`src/rtl/pti_pkg.sv`:
```
// Shared types and constants for the polar table interpolator.
package pti_pkg;

   localparam int ANGLE_W  = 11;
   localparam int SPEED_W  = 16;
   localparam int COURSE_W = 12;
   localparam int MULT_W   = 17;
   localparam int COUNT_W  = 6;
   localparam int STATUS_W = 2;
   localparam int ENTRY_W  = ANGLE_W + SPEED_W;
   localparam int PROD_W   = ANGLE_W + SPEED_W;
   localparam int NUM_W    = PROD_W + 1;
   localparam int FOLD_W   = COURSE_W + 1;
   localparam int QUOT_BITS = MULT_W;

   localparam logic [ANGLE_W-1:0]  ANGLE_MAX   = 11'd1800;
   localparam logic [COURSE_W-1:0] FULL_CIRCLE = 12'd3600;
   localparam logic [MULT_W-1:0]   ONE_Q16     = 17'h10000;

   typedef enum logic [1:0] {
      REQ_CLEAR = 2'd0,
      REQ_LOAD  = 2'd1,
      REQ_QUERY = 2'd2,
      REQ_NOP   = 2'd3
   } req_code_type;

   typedef enum logic [STATUS_W-1:0] {
      STAT_OK       = 2'd0,
      STAT_FULL     = 2'd1,
      STAT_NO_TABLE = 2'd2
   } status_type;

   typedef enum logic [3:0] {
      SEQ_IDLE,
      SEQ_WALK,
      SEQ_SHIFT_RD,
      SEQ_SHIFT_WR,
      SEQ_INSERT,
      SEQ_MUL_LO,
      SEQ_MUL_HI,
      SEQ_MUL_DEN,
      SEQ_DIV_GO,
      SEQ_DIV_WAIT,
      SEQ_DONE
   } seq_state_type;

   typedef struct packed {
      logic             start;
      logic [NUM_W-1:0] num;
      logic [NUM_W-1:0] den;
   } div_req_type;

   typedef struct packed {
      logic              done;
      logic [MULT_W-1:0] quot;
   } div_rsp_type;

   typedef struct packed {
      logic               valid;
      logic [MULT_W-1:0]  mult;
      logic [COUNT_W-1:0] count;
      status_type         status;
   } result_type;

endpackage

```
`src/rtl/pti_div.sv`:
```
// Iterative restoring divider: rounded Q1.16 ratio num/den, clamped to 1.0.
module pti_div (
   input  logic                clock,
   input  logic                reset,
   input  pti_pkg::div_req_type div_req,
   output pti_pkg::div_rsp_type div_rsp
);
   import pti_pkg::*;

   localparam int CNT_W = $clog2(QUOT_BITS);

   logic              busy_ff, busy_in;
   logic              done_ff, done_in;
   logic [CNT_W-1:0]  cnt_ff, cnt_in;
   logic [NUM_W-1:0]  rem_ff, rem_in;
   logic [NUM_W-1:0]  den_ff, den_in;
   logic [MULT_W-1:0] q_ff, q_in;
   logic [MULT_W-1:0] quot_ff, quot_in;

   logic [NUM_W:0]    rem_shift;
   logic              fits;
   logic [MULT_W-1:0] q_next;
   logic [MULT_W:0]   q_round;

   always_comb begin
      rem_shift = {rem_ff, 1'b0};
      fits      = rem_shift >= {1'b0, den_ff};
      q_next    = {q_ff[MULT_W-2:0], fits};
      // floor(N*2^17/D) then halve with +1 gives round half up of N*2^16/D
      q_round   = ({1'b0, q_next} + 1'b1) >> 1;

      busy_in = busy_ff;
      done_in = 1'b0;
      cnt_in  = cnt_ff;
      rem_in  = rem_ff;
      den_in  = den_ff;
      q_in    = q_ff;
      quot_in = quot_ff;

      if (div_req.start) begin
         den_in = div_req.den;
         rem_in = div_req.num;
         q_in   = '0;
         cnt_in = CNT_W'(QUOT_BITS - 1);
         if (div_req.num >= div_req.den) begin
            done_in = 1'b1;
            quot_in = ONE_Q16;
         end else begin
            busy_in = 1'b1;
         end
      end else if (busy_ff) begin
         rem_in = fits ? NUM_W'(rem_shift - {1'b0, den_ff}) : NUM_W'(rem_shift);
         q_in   = q_next;
         cnt_in = cnt_ff - 1'b1;
         if (cnt_ff == '0) begin
            busy_in = 1'b0;
            done_in = 1'b1;
            quot_in = MULT_W'(q_round);
         end
      end
   end

   always_ff @(posedge clock) begin
      if (reset) begin
         busy_ff <= 1'b0;
         done_ff <= 1'b0;
      end else begin
         busy_ff <= busy_in;
         done_ff <= done_in;
      end
   end

   always_ff @(posedge clock) begin
      cnt_ff  <= cnt_in;
      rem_ff  <= rem_in;
      den_ff  <= den_in;
      q_ff    <= q_in;
      quot_ff <= quot_in;
   end

   assign div_rsp.done = done_ff;
   assign div_rsp.quot = quot_ff;

endmodule

```
`src/rtl/pti_seq.sv`:
```
// Sequencer with the sorted angle table, the shared multiplier and the item datapath.
module pti_seq #(
   parameter int TABLE_DEPTH = 32
) (
   input  logic                           clock,
   input  logic                           reset,
   input  logic                           start,
   input  pti_pkg::req_code_type          req_code,
   input  logic [pti_pkg::ANGLE_W-1:0]    entry_angle,
   input  logic [pti_pkg::SPEED_W-1:0]    entry_speed,
   input  logic [pti_pkg::COURSE_W-1:0]   candidate_course,
   input  logic [pti_pkg::COURSE_W-1:0]   wind_direction,
   output logic                           idle,
   output pti_pkg::result_type            res,
   input  logic                           res_take,
   output pti_pkg::div_req_type           div_req,
   input  pti_pkg::div_rsp_type           div_rsp
);
   import pti_pkg::*;

   localparam int AW = (TABLE_DEPTH > 1) ? $clog2(TABLE_DEPTH) : 1;
   localparam int CW = $clog2(TABLE_DEPTH + 1);

   seq_state_type state_ff, state_in;
   req_code_type  op_ff, op_in;

   logic [ANGLE_W-1:0]  rel_ff, rel_in;
   logic [SPEED_W-1:0]  spd_ff, spd_in;
   logic [CW-1:0]       idx_ff, idx_in;
   logic [CW-1:0]       pos_ff, pos_in;
   logic [CW-1:0]       used_ff, used_in;
   logic [SPEED_W-1:0]  peak_ff, peak_in;
   logic [ANGLE_W-1:0]  lo_a_ff, lo_a_in, hi_a_ff, hi_a_in;
   logic [SPEED_W-1:0]  lo_s_ff, lo_s_in, hi_s_ff, hi_s_in;
   logic [NUM_W-1:0]    acc_ff, acc_in;
   logic [NUM_W-1:0]    den_ff, den_in;
   logic [MULT_W-1:0]   mult_ff, mult_in;
   status_type          status_ff, status_in;

   logic [ENTRY_W-1:0]  tbl_mem [TABLE_DEPTH];
   logic [ENTRY_W-1:0]  rd_data_ff;
   logic [AW-1:0]       rd_addr, wr_addr;
   logic [ENTRY_W-1:0]  wr_data;
   logic                mem_we;

   logic [SPEED_W-1:0]  mul_a;
   logic [ANGLE_W-1:0]  mul_b;
   logic [PROD_W-1:0]   prod;

   logic [ANGLE_W-1:0]  key_a;
   logic [SPEED_W-1:0]  key_s;
   logic                walk_end, hit, below, full, no_table;
   logic [ANGLE_W-1:0]  span;

   logic [COURSE_W-1:0] c_mod, w_mod;
   logic signed [FOLD_W-1:0] diff, diff_w, lim;
   logic [FOLD_W-1:0]   mag;
   logic [ANGLE_W-1:0]  rel_q, ang_sat;

   assign key_a    = rd_data_ff[ENTRY_W-1:SPEED_W];
   assign key_s    = rd_data_ff[SPEED_W-1:0];
   assign walk_end = idx_ff == used_ff;
   assign hit      = !walk_end && key_a == rel_ff;
   assign below    = !walk_end && key_a < rel_ff;
   assign full     = used_ff == CW'(TABLE_DEPTH);
   assign no_table = used_ff == '0 || peak_ff == '0;
   assign span     = hi_a_ff - lo_a_ff;
   assign prod     = {{ANGLE_W{1'b0}}, mul_a} * {{SPEED_W{1'b0}}, mul_b};

   // fold heading minus wind into 0..1800
   always_comb begin
      c_mod  = (candidate_course >= FULL_CIRCLE) ? candidate_course - FULL_CIRCLE
                                                 : candidate_course;
      w_mod  = (wind_direction >= FULL_CIRCLE) ? wind_direction - FULL_CIRCLE
                                               : wind_direction;
      lim    = $signed({2'b00, ANGLE_MAX});
      diff   = $signed({1'b0, c_mod}) - $signed({1'b0, w_mod});
      if (diff < -lim) begin
         diff_w = diff + $signed({1'b0, FULL_CIRCLE});
      end else if (diff > lim) begin
         diff_w = diff - $signed({1'b0, FULL_CIRCLE});
      end else begin
         diff_w = diff;
      end
      mag     = (diff_w < 0) ? FOLD_W'(-diff_w) : FOLD_W'(diff_w);
      rel_q   = mag[ANGLE_W-1:0];
      ang_sat = (entry_angle > ANGLE_MAX) ? ANGLE_MAX : entry_angle;
   end

   // next state
   always_comb begin
      state_in = state_ff;
      case (state_ff)
         SEQ_IDLE: begin
            if (start) begin
               case (req_code)
                  REQ_LOAD:  state_in = SEQ_WALK;
                  REQ_QUERY: state_in = no_table ? SEQ_DONE : SEQ_WALK;
                  default:   state_in = SEQ_DONE;
               endcase
            end
         end
         SEQ_WALK: begin
            if (hit) begin
               state_in = (op_ff == REQ_LOAD) ? SEQ_DONE : SEQ_DIV_GO;
            end else if (!below) begin
               if (op_ff == REQ_LOAD) begin
                  state_in = full ? SEQ_DONE : SEQ_SHIFT_RD;
               end else begin
                  state_in = SEQ_MUL_LO;
               end
            end
         end
         SEQ_SHIFT_RD: state_in = (idx_ff == pos_ff) ? SEQ_INSERT : SEQ_SHIFT_WR;
         SEQ_SHIFT_WR: state_in = SEQ_SHIFT_RD;
         SEQ_INSERT:   state_in = SEQ_DONE;
         SEQ_MUL_LO:   state_in = SEQ_MUL_HI;
         SEQ_MUL_HI:   state_in = SEQ_MUL_DEN;
         SEQ_MUL_DEN:  state_in = SEQ_DIV_GO;
         SEQ_DIV_GO:   state_in = SEQ_DIV_WAIT;
         SEQ_DIV_WAIT: state_in = div_rsp.done ? SEQ_DONE : SEQ_DIV_WAIT;
         SEQ_DONE:     state_in = res_take ? SEQ_IDLE : SEQ_DONE;
         default:      state_in = SEQ_IDLE;
      endcase
   end

   // datapath and memory control
   always_comb begin
      op_in     = op_ff;
      rel_in    = rel_ff;
      spd_in    = spd_ff;
      idx_in    = idx_ff;
      pos_in    = pos_ff;
      used_in   = used_ff;
      peak_in   = peak_ff;
      lo_a_in   = lo_a_ff;
      lo_s_in   = lo_s_ff;
      hi_a_in   = hi_a_ff;
      hi_s_in   = hi_s_ff;
      acc_in    = acc_ff;
      den_in    = den_ff;
      mult_in   = mult_ff;
      status_in = status_ff;
      mem_we    = 1'b0;
      wr_addr   = idx_ff[AW-1:0];
      wr_data   = {rel_ff, spd_ff};
      rd_addr   = '0;
      mul_a     = '0;
      mul_b     = '0;

      div_req.start = 1'b0;
      div_req.num   = acc_ff;
      div_req.den   = den_ff;

      case (state_ff)
         SEQ_IDLE: begin
            if (start) begin
               op_in     = req_code;
               rel_in    = (req_code == REQ_LOAD) ? ang_sat : rel_q;
               spd_in    = entry_speed;
               idx_in    = '0;
               lo_a_in   = '0;
               lo_s_in   = '0;
               hi_a_in   = ANGLE_MAX;
               hi_s_in   = '0;
               mult_in   = '0;
               status_in = STAT_OK;
               if (req_code == REQ_CLEAR) begin
                  used_in = '0;
                  peak_in = '0;
               end else if (req_code == REQ_QUERY && no_table) begin
                  mult_in   = ONE_Q16;
                  status_in = STAT_NO_TABLE;
               end
            end
         end
         SEQ_WALK: begin
            // prefetch the next entry; its word lands while this one is compared
            rd_addr = AW'(idx_ff + 1'b1);
            if (hit) begin
               if (op_ff == REQ_LOAD) begin
                  mem_we  = 1'b1;
                  wr_data = {key_a, spd_ff};
                  peak_in = (spd_ff > peak_ff) ? spd_ff : peak_ff;
               end else begin
                  acc_in = NUM_W'(key_s);
                  den_in = NUM_W'(peak_ff);
               end
            end else if (below) begin
               lo_a_in = key_a;
               lo_s_in = key_s;
               idx_in  = idx_ff + 1'b1;
            end else if (op_ff == REQ_LOAD) begin
               if (full) begin
                  status_in = STAT_FULL;
               end else begin
                  pos_in = idx_ff;
                  idx_in = used_ff;
               end
            end else if (!walk_end) begin
               hi_a_in = key_a;
               hi_s_in = key_s;
            end
         end
         SEQ_SHIFT_RD: begin
            rd_addr = AW'(idx_ff - 1'b1);
         end
         SEQ_SHIFT_WR: begin
            mem_we  = 1'b1;
            wr_data = rd_data_ff;
            idx_in  = idx_ff - 1'b1;
         end
         SEQ_INSERT: begin
            mem_we  = 1'b1;
            wr_addr = pos_ff[AW-1:0];
            used_in = used_ff + 1'b1;
            peak_in = (spd_ff > peak_ff) ? spd_ff : peak_ff;
         end
         SEQ_MUL_LO: begin
            mul_a  = lo_s_ff;
            mul_b  = hi_a_ff - rel_ff;
            acc_in = NUM_W'(prod);
         end
         SEQ_MUL_HI: begin
            mul_a  = hi_s_ff;
            mul_b  = rel_ff - lo_a_ff;
            acc_in = NUM_W'(acc_ff + NUM_W'(prod));
         end
         SEQ_MUL_DEN: begin
            mul_a = peak_ff;
            mul_b = span;
            if (span == '0) begin
               acc_in = NUM_W'(lo_s_ff);
               den_in = NUM_W'(peak_ff);
            end else begin
               den_in = NUM_W'(prod);
            end
         end
         SEQ_DIV_GO: begin
            div_req.start = 1'b1;
         end
         SEQ_DIV_WAIT: begin
            if (div_rsp.done) begin
               mult_in = div_rsp.quot;
            end
         end
         SEQ_DONE: begin
         end
         default: begin
         end
      endcase
   end

   always_ff @(posedge clock) begin
      if (reset) begin
         state_ff <= SEQ_IDLE;
         used_ff  <= '0;
         peak_ff  <= '0;
      end else begin
         state_ff <= state_in;
         used_ff  <= used_in;
         peak_ff  <= peak_in;
      end
   end

   always_ff @(posedge clock) begin
      op_ff     <= op_in;
      rel_ff    <= rel_in;
      spd_ff    <= spd_in;
      idx_ff    <= idx_in;
      pos_ff    <= pos_in;
      lo_a_ff   <= lo_a_in;
      lo_s_ff   <= lo_s_in;
      hi_a_ff   <= hi_a_in;
      hi_s_ff   <= hi_s_in;
      acc_ff    <= acc_in;
      den_ff    <= den_in;
      mult_ff   <= mult_in;
      status_ff <= status_in;
   end

   always_ff @(posedge clock) begin
      if (mem_we) begin
         tbl_mem[wr_addr] <= wr_data;
      end
      rd_data_ff <= tbl_mem[rd_addr];
   end

   assign idle       = state_ff == SEQ_IDLE;
   assign res.valid  = state_ff == SEQ_DONE;
   assign res.mult   = mult_ff;
   assign res.count  = COUNT_W'(used_ff);
   assign res.status = status_ff;

endmodule

```
`src/rtl/polar_table_interpolator.sv`:
```
// Polar table interpolator top level: handshakes, result register, checks.
// Takes one word at a time. Clear and no-op words go straight to the done
// state. A load walks the sorted table one entry a cycle until it finds its
// place, then (unless its angle is already held) shifts every entry above
// that place up by one, a read and a write state per entry, through the
// table memory with one read and one write port. The walk and the shift
// split the N entries held between them, so the worst case is an insert at
// the bottom of the table. A query walks the table the same way, runs three
// passes through the one shared 16x11 multiplier (none on an exact angle
// hit) and a 17-step divider. A query on an empty table or with a peak speed
// of zero returns 1.0 with status 2. The table memory needs no clearing after
// reset. req_stall is high while a word is in work, and also while a finished
// word waits for the result register to free up; a word already sitting in
// the result register does not hold up the next request.
module polar_table_interpolator #(
   parameter int TABLE_DEPTH = 32
) (
   input  logic                          clock,
   input  logic                          reset,
   input  logic                          req_valid,
   output logic                          req_stall,
   input  logic [1:0]                    req_type,
   input  logic [pti_pkg::ANGLE_W-1:0]   req_entry_angle,
   input  logic [pti_pkg::SPEED_W-1:0]   req_entry_speed,
   input  logic [pti_pkg::COURSE_W-1:0]  req_candidate_course,
   input  logic [pti_pkg::COURSE_W-1:0]  req_wind_direction,
   output logic                          rsp_valid,
   input  logic                          rsp_stall,
   output logic [pti_pkg::MULT_W-1:0]    rsp_multiplier,
   output logic [pti_pkg::COUNT_W-1:0]   rsp_entry_count,
   output logic [pti_pkg::STATUS_W-1:0]  rsp_status
);
   import pti_pkg::*;

   logic        seq_idle;
   logic        start;
   logic        take;
   result_type  res;
   div_req_type div_req;
   div_rsp_type div_rsp;

   logic               rsp_valid_ff, rsp_valid_in;
   logic [MULT_W-1:0]  rsp_mult_ff;
   logic [COUNT_W-1:0] rsp_count_ff;
   logic [STATUS_W-1:0] rsp_status_ff;

   assign req_stall = !seq_idle;
   assign start     = req_valid && seq_idle;
   assign take      = res.valid && (!rsp_valid_ff || !rsp_stall);

   pti_seq #(
      .TABLE_DEPTH (TABLE_DEPTH)
   ) u_seq (
      .clock            (clock),
      .reset            (reset),
      .start            (start),
      .req_code         (req_code_type'(req_type)),
      .entry_angle      (req_entry_angle),
      .entry_speed      (req_entry_speed),
      .candidate_course (req_candidate_course),
      .wind_direction   (req_wind_direction),
      .idle             (seq_idle),
      .res              (res),
      .res_take         (take),
      .div_req          (div_req),
      .div_rsp          (div_rsp)
   );

   pti_div u_div (
      .clock   (clock),
      .reset   (reset),
      .div_req (div_req),
      .div_rsp (div_rsp)
   );

   always_comb begin
      if (take) begin
         rsp_valid_in = 1'b1;
      end else if (rsp_stall) begin
         rsp_valid_in = rsp_valid_ff;
      end else begin
         rsp_valid_in = 1'b0;
      end
   end

   always_ff @(posedge clock) begin
      if (reset) begin
         rsp_valid_ff <= 1'b0;
      end else begin
         rsp_valid_ff <= rsp_valid_in;
      end
   end

   always_ff @(posedge clock) begin
      if (take) begin
         rsp_mult_ff   <= res.mult;
         rsp_count_ff  <= res.count;
         rsp_status_ff <= res.status;
      end
   end

   assign rsp_valid       = rsp_valid_ff;
   assign rsp_multiplier  = rsp_mult_ff;
   assign rsp_entry_count = rsp_count_ff;
   assign rsp_status      = rsp_status_ff;

   // an accepted word keeps the block busy for at least the next cycle
   a_busy_after_accept: assert property (@(posedge clock) disable iff (reset)
      (req_valid && !req_stall) |=> req_stall)
      else $error("request accepted while idle did not make the block busy");

   // a new result only follows a word that was in work
   a_rsp_from_work: assert property (@(posedge clock) disable iff (reset)
      $rose(rsp_valid) |-> $past(req_stall))
      else $error("result word appeared with no request in work");

   // no valid table always reports full scale
   a_no_table_one: assert property (@(posedge clock) disable iff (reset)
      (rsp_valid && rsp_status == STAT_NO_TABLE) |-> rsp_multiplier == ONE_Q16)
      else $error("no-table status with multiplier other than 1.0");

   // a dropped load carries no multiplier
   a_full_zero: assert property (@(posedge clock) disable iff (reset)
      (rsp_valid && rsp_status == STAT_FULL) |-> rsp_multiplier == '0)
      else $error("dropped load reported a nonzero multiplier");

endmodule
```
`config.mk`:
```
export PLATFORM = sky130hd
export DESIGN_NAME = polar_table_interpolator
export DESIGN_NICKNAME = d
export VERILOG_FILES = /design/src/rtl/pti_pkg.sv /design/src/rtl/pti_div.sv /design/src/rtl/pti_seq.sv /design/src/rtl/polar_table_interpolator.sv
export SDC_FILE = /design/constraint.sdc
export NUM_CORES = 2
export LEC_CHECK = 0
export ABC_AREA = 1
export BUFFER_PORTS_ARGS = -buffer_cell sky130_fd_sc_hd__buf_4
export CAP_MARGIN = 20
export CORE_ASPECT_RATIO = 0.5
export CORE_MARGIN = 2
export CORE_UTILIZATION = 55
export CTS_CLUSTER_SIZE = 10
export DETAILED_ROUTE_END_ITERATION = 10
export PLACE_DENSITY = 0.7
export SYNTH_ARGS = -nofsm -noshare
export SYNTH_HDL_FRONTEND = slang
export SYNTH_HIERARCHICAL = 1
export SYNTH_SLANG_ARGS = --single-unit
```
`constraint.sdc`:
```
create_clock -name clock -period 11.25 [get_ports clock]
set_clock_uncertainty 0.15 [all_clocks]
set_input_delay 2.25 -clock clock [delete_from_list [all_inputs] [get_ports clock]]
set_output_delay 2.25 -clock clock [all_outputs]
set_load 0.02 [all_outputs]
```
## After elaboration in Yosys (flattened, before gate mapping)

Memories as Yosys holds them, arrays and structs flattened. A register that Yosys moved wholly into a read port is not among the register bits.
Index checks and enable logic that the tools add are counted.

- Reduce and logical (&&, ||, !) cells: 40
- Muxes and demuxes: 104
- Bitwise logic cells: 3
- Equality and inequality tests: 35
- $add $sub $neg: 16
- $lt $le $gt $ge: 10
- $mul: 1

Operators by type and width:

| kind | count |
|---|---|
| 2-to-1 mux 28 bit | 8 |
| 2-to-1 mux 16 bit | 12 |
| 2-to-1 mux 17 bit | 8 |
| 2-to-1 mux 11 bit | 11 |
| case mux 28 bit (4 select lines) | 1 |
| case mux 16 bit (3 select lines) | 2 |
| 2-to-1 mux 27 bit | 3 |
| case mux 16 bit (2 select lines) | 2 |
| case mux 28 bit (2 select lines) | 1 |
| case mux 27 bit (2 select lines) | 1 |
| case mux 11 bit (2 select lines) | 2 |
| case mux 4 bit (11 select lines) | 1 |
| 2-to-1 mux 6 bit | 7 |
| case mux 17 bit (2 select lines) | 1 |
| case mux 11 bit (3 select lines) | 1 |
| subtractor 11 bit | 3 |
| >= comparator 29 x 28 -> 1 bit | 1 |
| adder 28 x 27 -> 28 bit | 1 |
| >= comparator 28 bit | 1 |
| 2-to-1 mux 4 bit | 7 |
| subtractor 28 bit | 1 |
| multiplier 16 x 11 -> 27 bit | 1 |
| 2-to-1 mux 13 bit | 2 |
| >= comparator 12 bit, second input constant | 2 |
| 58 further kinds | 129 |

- Flip-flop bits (word level): 318
- Memories kept: 1
- Input port bits: 57
- Logic and storage cells: 237
- RAM bits: 864

Memories:

| memory | depth | bits a word | read ports | clocked after Yosys merged registers in | wr ports | line | source |
|---|---|---|---|---|---|---|---|
| u_seq.tbl_mem | 32 | 27 | 1 | 1 | 1 | pti_seq.sv:40 | `logic [ENTRY_W-1:0] tbl_mem [TABLE_DEPTH];` |

## Depth between registers and ports, before layout

- Depth after elaboration: 9
- Depth in mapped cells: 53
- Gate-level depth less buffers: 53

## Modules after synthesis

The synthesis kept the hierarchy.

By module, submodules not included:

| module | seq. area each (um^2) | times used | area each (um^2) | cells each |
|---|---|---|---|---|
| pti_seq | 32080.8 | 1 | 53523.8 | 4906 |
| pti_div | 2652.5 | 1 | 6558.8 | 840 |
| polar_table_interpolator | 770.7 | 1 | 803.3 | 33 |

## Worst setup path before layout

Ideal clock, no wire load.

- Kind: register to register
- Start: register u_seq.rel_ff[0]
- End: register u_seq.acc_ff[25], data pin
- Library setup time: 269 ps
- Cell stages (with the launch flop): 43
- Data required time: 10831 ps
- Period minus slack after synthesis: 8126 ps
- Arrival: 7707 ps
- Buffers on the path: 1
- Slack: 3124 ps
- Cells stage by stage: edfxtp_1 inv_1 ha_1 inv_1 fa_1 nand3_1 nand2_1 nand2_1 nand2_1 a21oi_1 nor2_1 o21ai_0 nand2_1 nand2_1 nand2_1 o221ai_1 clkbuf_1 nand2_1 [7 not listed] inv_1 ha_1 nand2_1 o21ai_1 a21boi_1 o21ai_1 a21boi_1 o21ai_1 a21oi_1 xnor2_1 ha_1 nand2_1 o21a_1 nand2_1 a21o_1 or2_2 nand3_1 o21ai_0

- Cells in the longest elaborated chain, start to end: 5
- Elaborated cells between the ends (all ways): 6
- Classes of those cells: add/sub: 3; mul: 1; mux: 2

RTL lines:

| what | line | source |
|---|---|---|
| from (decl) | pti_seq.sv:27 | `logic [ANGLE_W-1:0] rel_ff, rel_in;` |
| from (signal assigned) | pti_seq.sv:268 | `rel_ff <= rel_in;` |
| subtractor 11 bit (on tied branches) | pti_seq.sv:226, pti_seq.sv:221 |  |
| case mux 11 bit (3 select lines) (*) | pti_seq.sv:155 | `case (state_ff)` |
| multiplier 16 x 11 -> 27 bit (*) | pti_seq.sv:68 | `assign prod = {{ANGLE_W{1'b0}}, mul_a} * {{SPEED_W{1'b0}}, mul_b};` |
| net u_seq.prod[21] | pti_seq.sv:48 | `logic [PROD_W-1:0] prod;` |
| adder 28 x 27 -> 28 bit (*) | pti_seq.sv:227 | `acc_in = NUM_W'(acc_ff + NUM_W'(prod));` |
| case mux 28 bit (4 select lines) (*) | pti_seq.sv:155 |  |
| net u_seq.acc_in[25] | pti_seq.sv:35 | `logic [NUM_W-1:0] acc_ff, acc_in;` |
| to (signal assigned) | pti_seq.sv:276 | `acc_ff <= acc_in;` |
| to (decl) | pti_seq.sv:35 |  |

Mark *: on every way through the listed nets, which the timed path passes. The rest lies on a longest branch.
A chain may end at the register's enable or synchronous reset.

## Worst setup path in the final report

- Start: register u_seq.rel_ff[1]
- End: register u_seq.acc_ff[27], data pin

The elaborated chain is that of the path after synthesis.

==> results.sh <==
export IMPL_die_y_um=239
export IMPL_leakagePower_nw=25.9
export IMPL_start_kind="flip-flop"
export IMPL_num_rows=86
export IMPL_gr_total_overflow=0
export IMPL_tns_ps=0
export IMPL_ff2ff_path_depth=40
export IMPL_path_buf_inv=7
export IMPL_crit_top_cell="inv_1"
export IMPL_intPower_w=0.0102
export IMPL_slew_headroom=0.232
export IMPL_syn_avg_cell_area_sq_um=10.5
export IMPL_ir_drop_v=0.000361
export IMPL_cp_arrival_ps=10340
export IMPL_hold_violations=0
export IMPL_num_fill_cells=8666
export IMPL_end_kind="flip-flop"
export IMPL_cts_buffers=139
export IMPL_async_flop_share=0
export IMPL_drt_total_wl_um=161000
export IMPL_grt_use_total=0.282
export IMPL_viasPerCell=5.98
export IMPL_p_comb_frac=0.421
export IMPL_crit_path_start="u_seq/rel_ff[1]"
export IMPL_die_x_um=475
export IMPL_vias=44100
export IMPL_powerDensity_mw_per_mm2=258
export IMPL_cp_endpoint="u_seq/acc_ff[27]"
export IMPL_htreeDepth=4
export IMPL_antenna_found_initial=1
export IMPL_finalSetupViolCount=0
export IMPL_postCtsSetupRepairBufs=0
export IMPL_pwr_share_clk=0.232
export IMPL_core_sq_mm=0.110
export IMPL_port_buffers=83
export IMPL_drtPass1Iterations=7
export IMPL_wl_per_cell_um=21.8
export IMPL_drt_iter0_drc=4911
export IMPL_ctsResizeCount=0
export IMPL_grt_pass1_wl_um=247000
export IMPL_hold_path_class="flip-flop to flip-flop"
export IMPL_ys_ff_latch=1208
export IMPL_fmax_ghz=0.0998
export IMPL_cp_required_ps=11560
export IMPL_path_depth=40
export IMPL_syn_nets=6201
export IMPL_critPathTopFamily="adder cells"
export IMPL_grt_pass1_vias=42800
export IMPL_tightestPinTransition_ps=1150
export IMPL_synth_edf_count=1131
export IMPL_detail_route_antenna_nets=0
export IMPL_hpwl_um=101000
export IMPL_clkLatencyLatePin_ps=760
export IMPL_cts_sinks=1208
export IMPL_finalCriticalPeriod_ps=10020
export IMPL_final_cell_mix="edfxtp_1, nand2_1, nor2_1, inv_1, o21ai_0"
export IMPL_grt_max_degree=201
export IMPL_synthCells=5779
export IMPL_die_area_sq_mm=0.114
export IMPL_yosysWarnings=6
export IMPL_initial_utilization=0.554
export IMPL_final_common_cell="edfxtp_1"
export IMPL_cts_tree="yes"
export IMPL_cp_slowest_cell="nand3_1"
export IMPL_synth_distinct_cells=61
export IMPL_clk_pin_slew_worst_paths_ps=60
export IMPL_max_stage_delay_ps=610
export IMPL_cap_violations=0
export IMPL_synth_area_sq_mm=0.0609
export IMPL_switching_power_w=0.00731
export IMPL_status="completed"
export IMPL_maxSlewViolCount=0
export IMPL_worstReg2RegStart="u_seq/rel_ff[1]"
export IMPL_gp_congestion=0.946
export IMPL_area_growth_pct=11.2
export IMPL_r2r_end="u_seq/acc_ff[27]"
export IMPL_ios=84
export IMPL_post_route_period_util=0.891
export IMPL_nets=6253
export IMPL_worst_setup_path_type="flip-flop to flip-flop"
export IMPL_drc_errors=0
export IMPL_ff2ff_setup_slack_ps=1230
export IMPL_root_buffer="clkbuf_16"
export IMPL_power_share_sequential=0.347
export IMPL_holdBufCountCts=0
export IMPL_synthFlopType="edfxtp_1"
export IMPL_critPathMaxFanout=16
export IMPL_post_route_util=0.616
export IMPL_ys_seq_area_frac=0.583
export IMPL_drive_gt1_frac=0.0796
export IMPL_swShare=0.418
export IMPL_cts_buffer_depth=3
export IMPL_grt_setup_unrepaired="false"
[logic make-up (layout without fill, tap and decap cells)]
kind of cell | Yosys count | after routing | share of synthesized area
other | 1 | 2 | 0.0000616
buffers and inverters | 917 | 1019 | 0.0584
DFF | 1208 | 1208 | 0.583
and+or+nand+nor | 1937 | 1937 | 0.130
AOI/OAI and AO/OA | 1264 | 1264 | 0.125
xor gates and xnor gates | 87 | 87 | 0.0125
adders and majority gates | 365 | 365 | 0.0912
[cell type report]
type                       instances  area (sq um)  share of cell area
sequential                      1208         35500               0.524
antenna                            1          2.50           0.0000370
timing repair buffer             176          1620              0.0240
clock inverter                    13           274             0.00405
inverter                         652          2470              0.0365
tap                             1496          1870              0.0276
clock buffer                     178          3710              0.0548
multi-input combinational       3654         22200               0.329
[layer usage]
| metal | vias to the layer above | part of all wire | GRT usage |
|---|---|---|---|
| li1 | 20300 | - | - |
| met1 | 21600 | 0.43 | 0.400 |
| met2 | 1961 | 0.46 | 0.452 |
| met3 | 267 | 0.088 | 0.0465 |
| met4 | 2 | 0.024 | 0.0829 |
| met5 | - | 0.000093 | 0 |
[power by group through the flow]
stage	clock [W]	sequential [W]	combinational, W
after floorplan	0	0.00607	0.00479
after detailed placement	0	0.00616	0.00716
after CTS	0.00411	0.00607	0.00720
after global routing	0.00430	0.00609	0.00807
final	0.00406	0.00606	0.00737
after global placement	0	0.00615	0.00692
[cells in the mapped netlist (all sizes together) (55+ instances only)]
cell type	n	share of area
ha	234	0.048
o221ai	197	0.028
nand3	217	0.018
a21oi	208	0.018
edfxtp	1131	0.56
fa	131	0.043
nor2	723	0.045
nand2	883	0.055
o21ai	629	0.052
o22ai	57	0.0060
buf	55	0.0052
clkbuf	210	0.013
dfxtp	77	0.025
inv	646	0.040
[through the flow]
stage / worst slack, ps / hold WS, ps / cells / power [W] / cell area, sq um
floorplan: 3120 / 250 / 5779 / 0.0109 / 60900
global placement: 1490 / 253 / 7160 / 0.0131 / 63300
detailed placement: 1380 / 257 / 7168 / 0.0133 / 63400
CTS: 1350 / 269 / 7359 / 0.0174 / 67400
global route: 765 / 278 / 7377 / 0.0185 / 67700
finish: 1230 / 270 / 7378 / 0.0175 / 67700
[how the worst min path moves through the flow]
stage,from,end,slack [ps],depth (start not counted)
2_1_floorplan,u_seq/mult_ff[0],rsp_multiplier[0],250,0
3_3_place_gp,u_seq/status_ff[0],rsp_status[0],250,0
3_5_place_dp,u_seq/mult_ff[14],rsp_multiplier[14],260,0
4_1_cts,u_seq/mult_ff[12],rsp_multiplier[12],270,0
5_1_grt,u_seq/mult_ff[12],rsp_multiplier[12],280,0
6_report,u_seq/mult_ff[12],rsp_multiplier[12],270,0
[state kept, by name (all words and copies together) (netlist names), 4 cells and up]
signal,cells
u_div/rem_ff,28
u_seq/peak_ff,16
u_seq/hi_a_ff,11
u_seq/pos_ff,6
rsp_entry_count,6
u_seq/idx_ff,6
rsp_multiplier,17
u_seq/rel_ff,11
u_seq/mult_ff,17
u_div/q_ff,16
u_seq/hi_s_ff,16
u_seq/lo_s_ff,16
u_seq/state_ff,4
u_seq/rd_data_ff,27
u_div/cnt_ff,5
u_seq/acc_ff,28
u_div/quot_ff,17
u_div/den_ff,28
u_seq/tbl_mem,864
u_seq/used_ff,6
u_seq/den_ff,27
u_seq/spd_ff,16
u_seq/lo_a_ff,11
[worst register-to-register path: cells and delay by family (launching register included)]
family	cells	cell delay, ps
AOI/OAI and AO/OA	8	1270
and+or+nand+nor	15	2890
adders and majority gates	8	3860
xor gates and xnor gates	2	530
buffers and inverters	7	550
DFF	1	490
No activity file was read; power rests on OpenSTA's default activity.
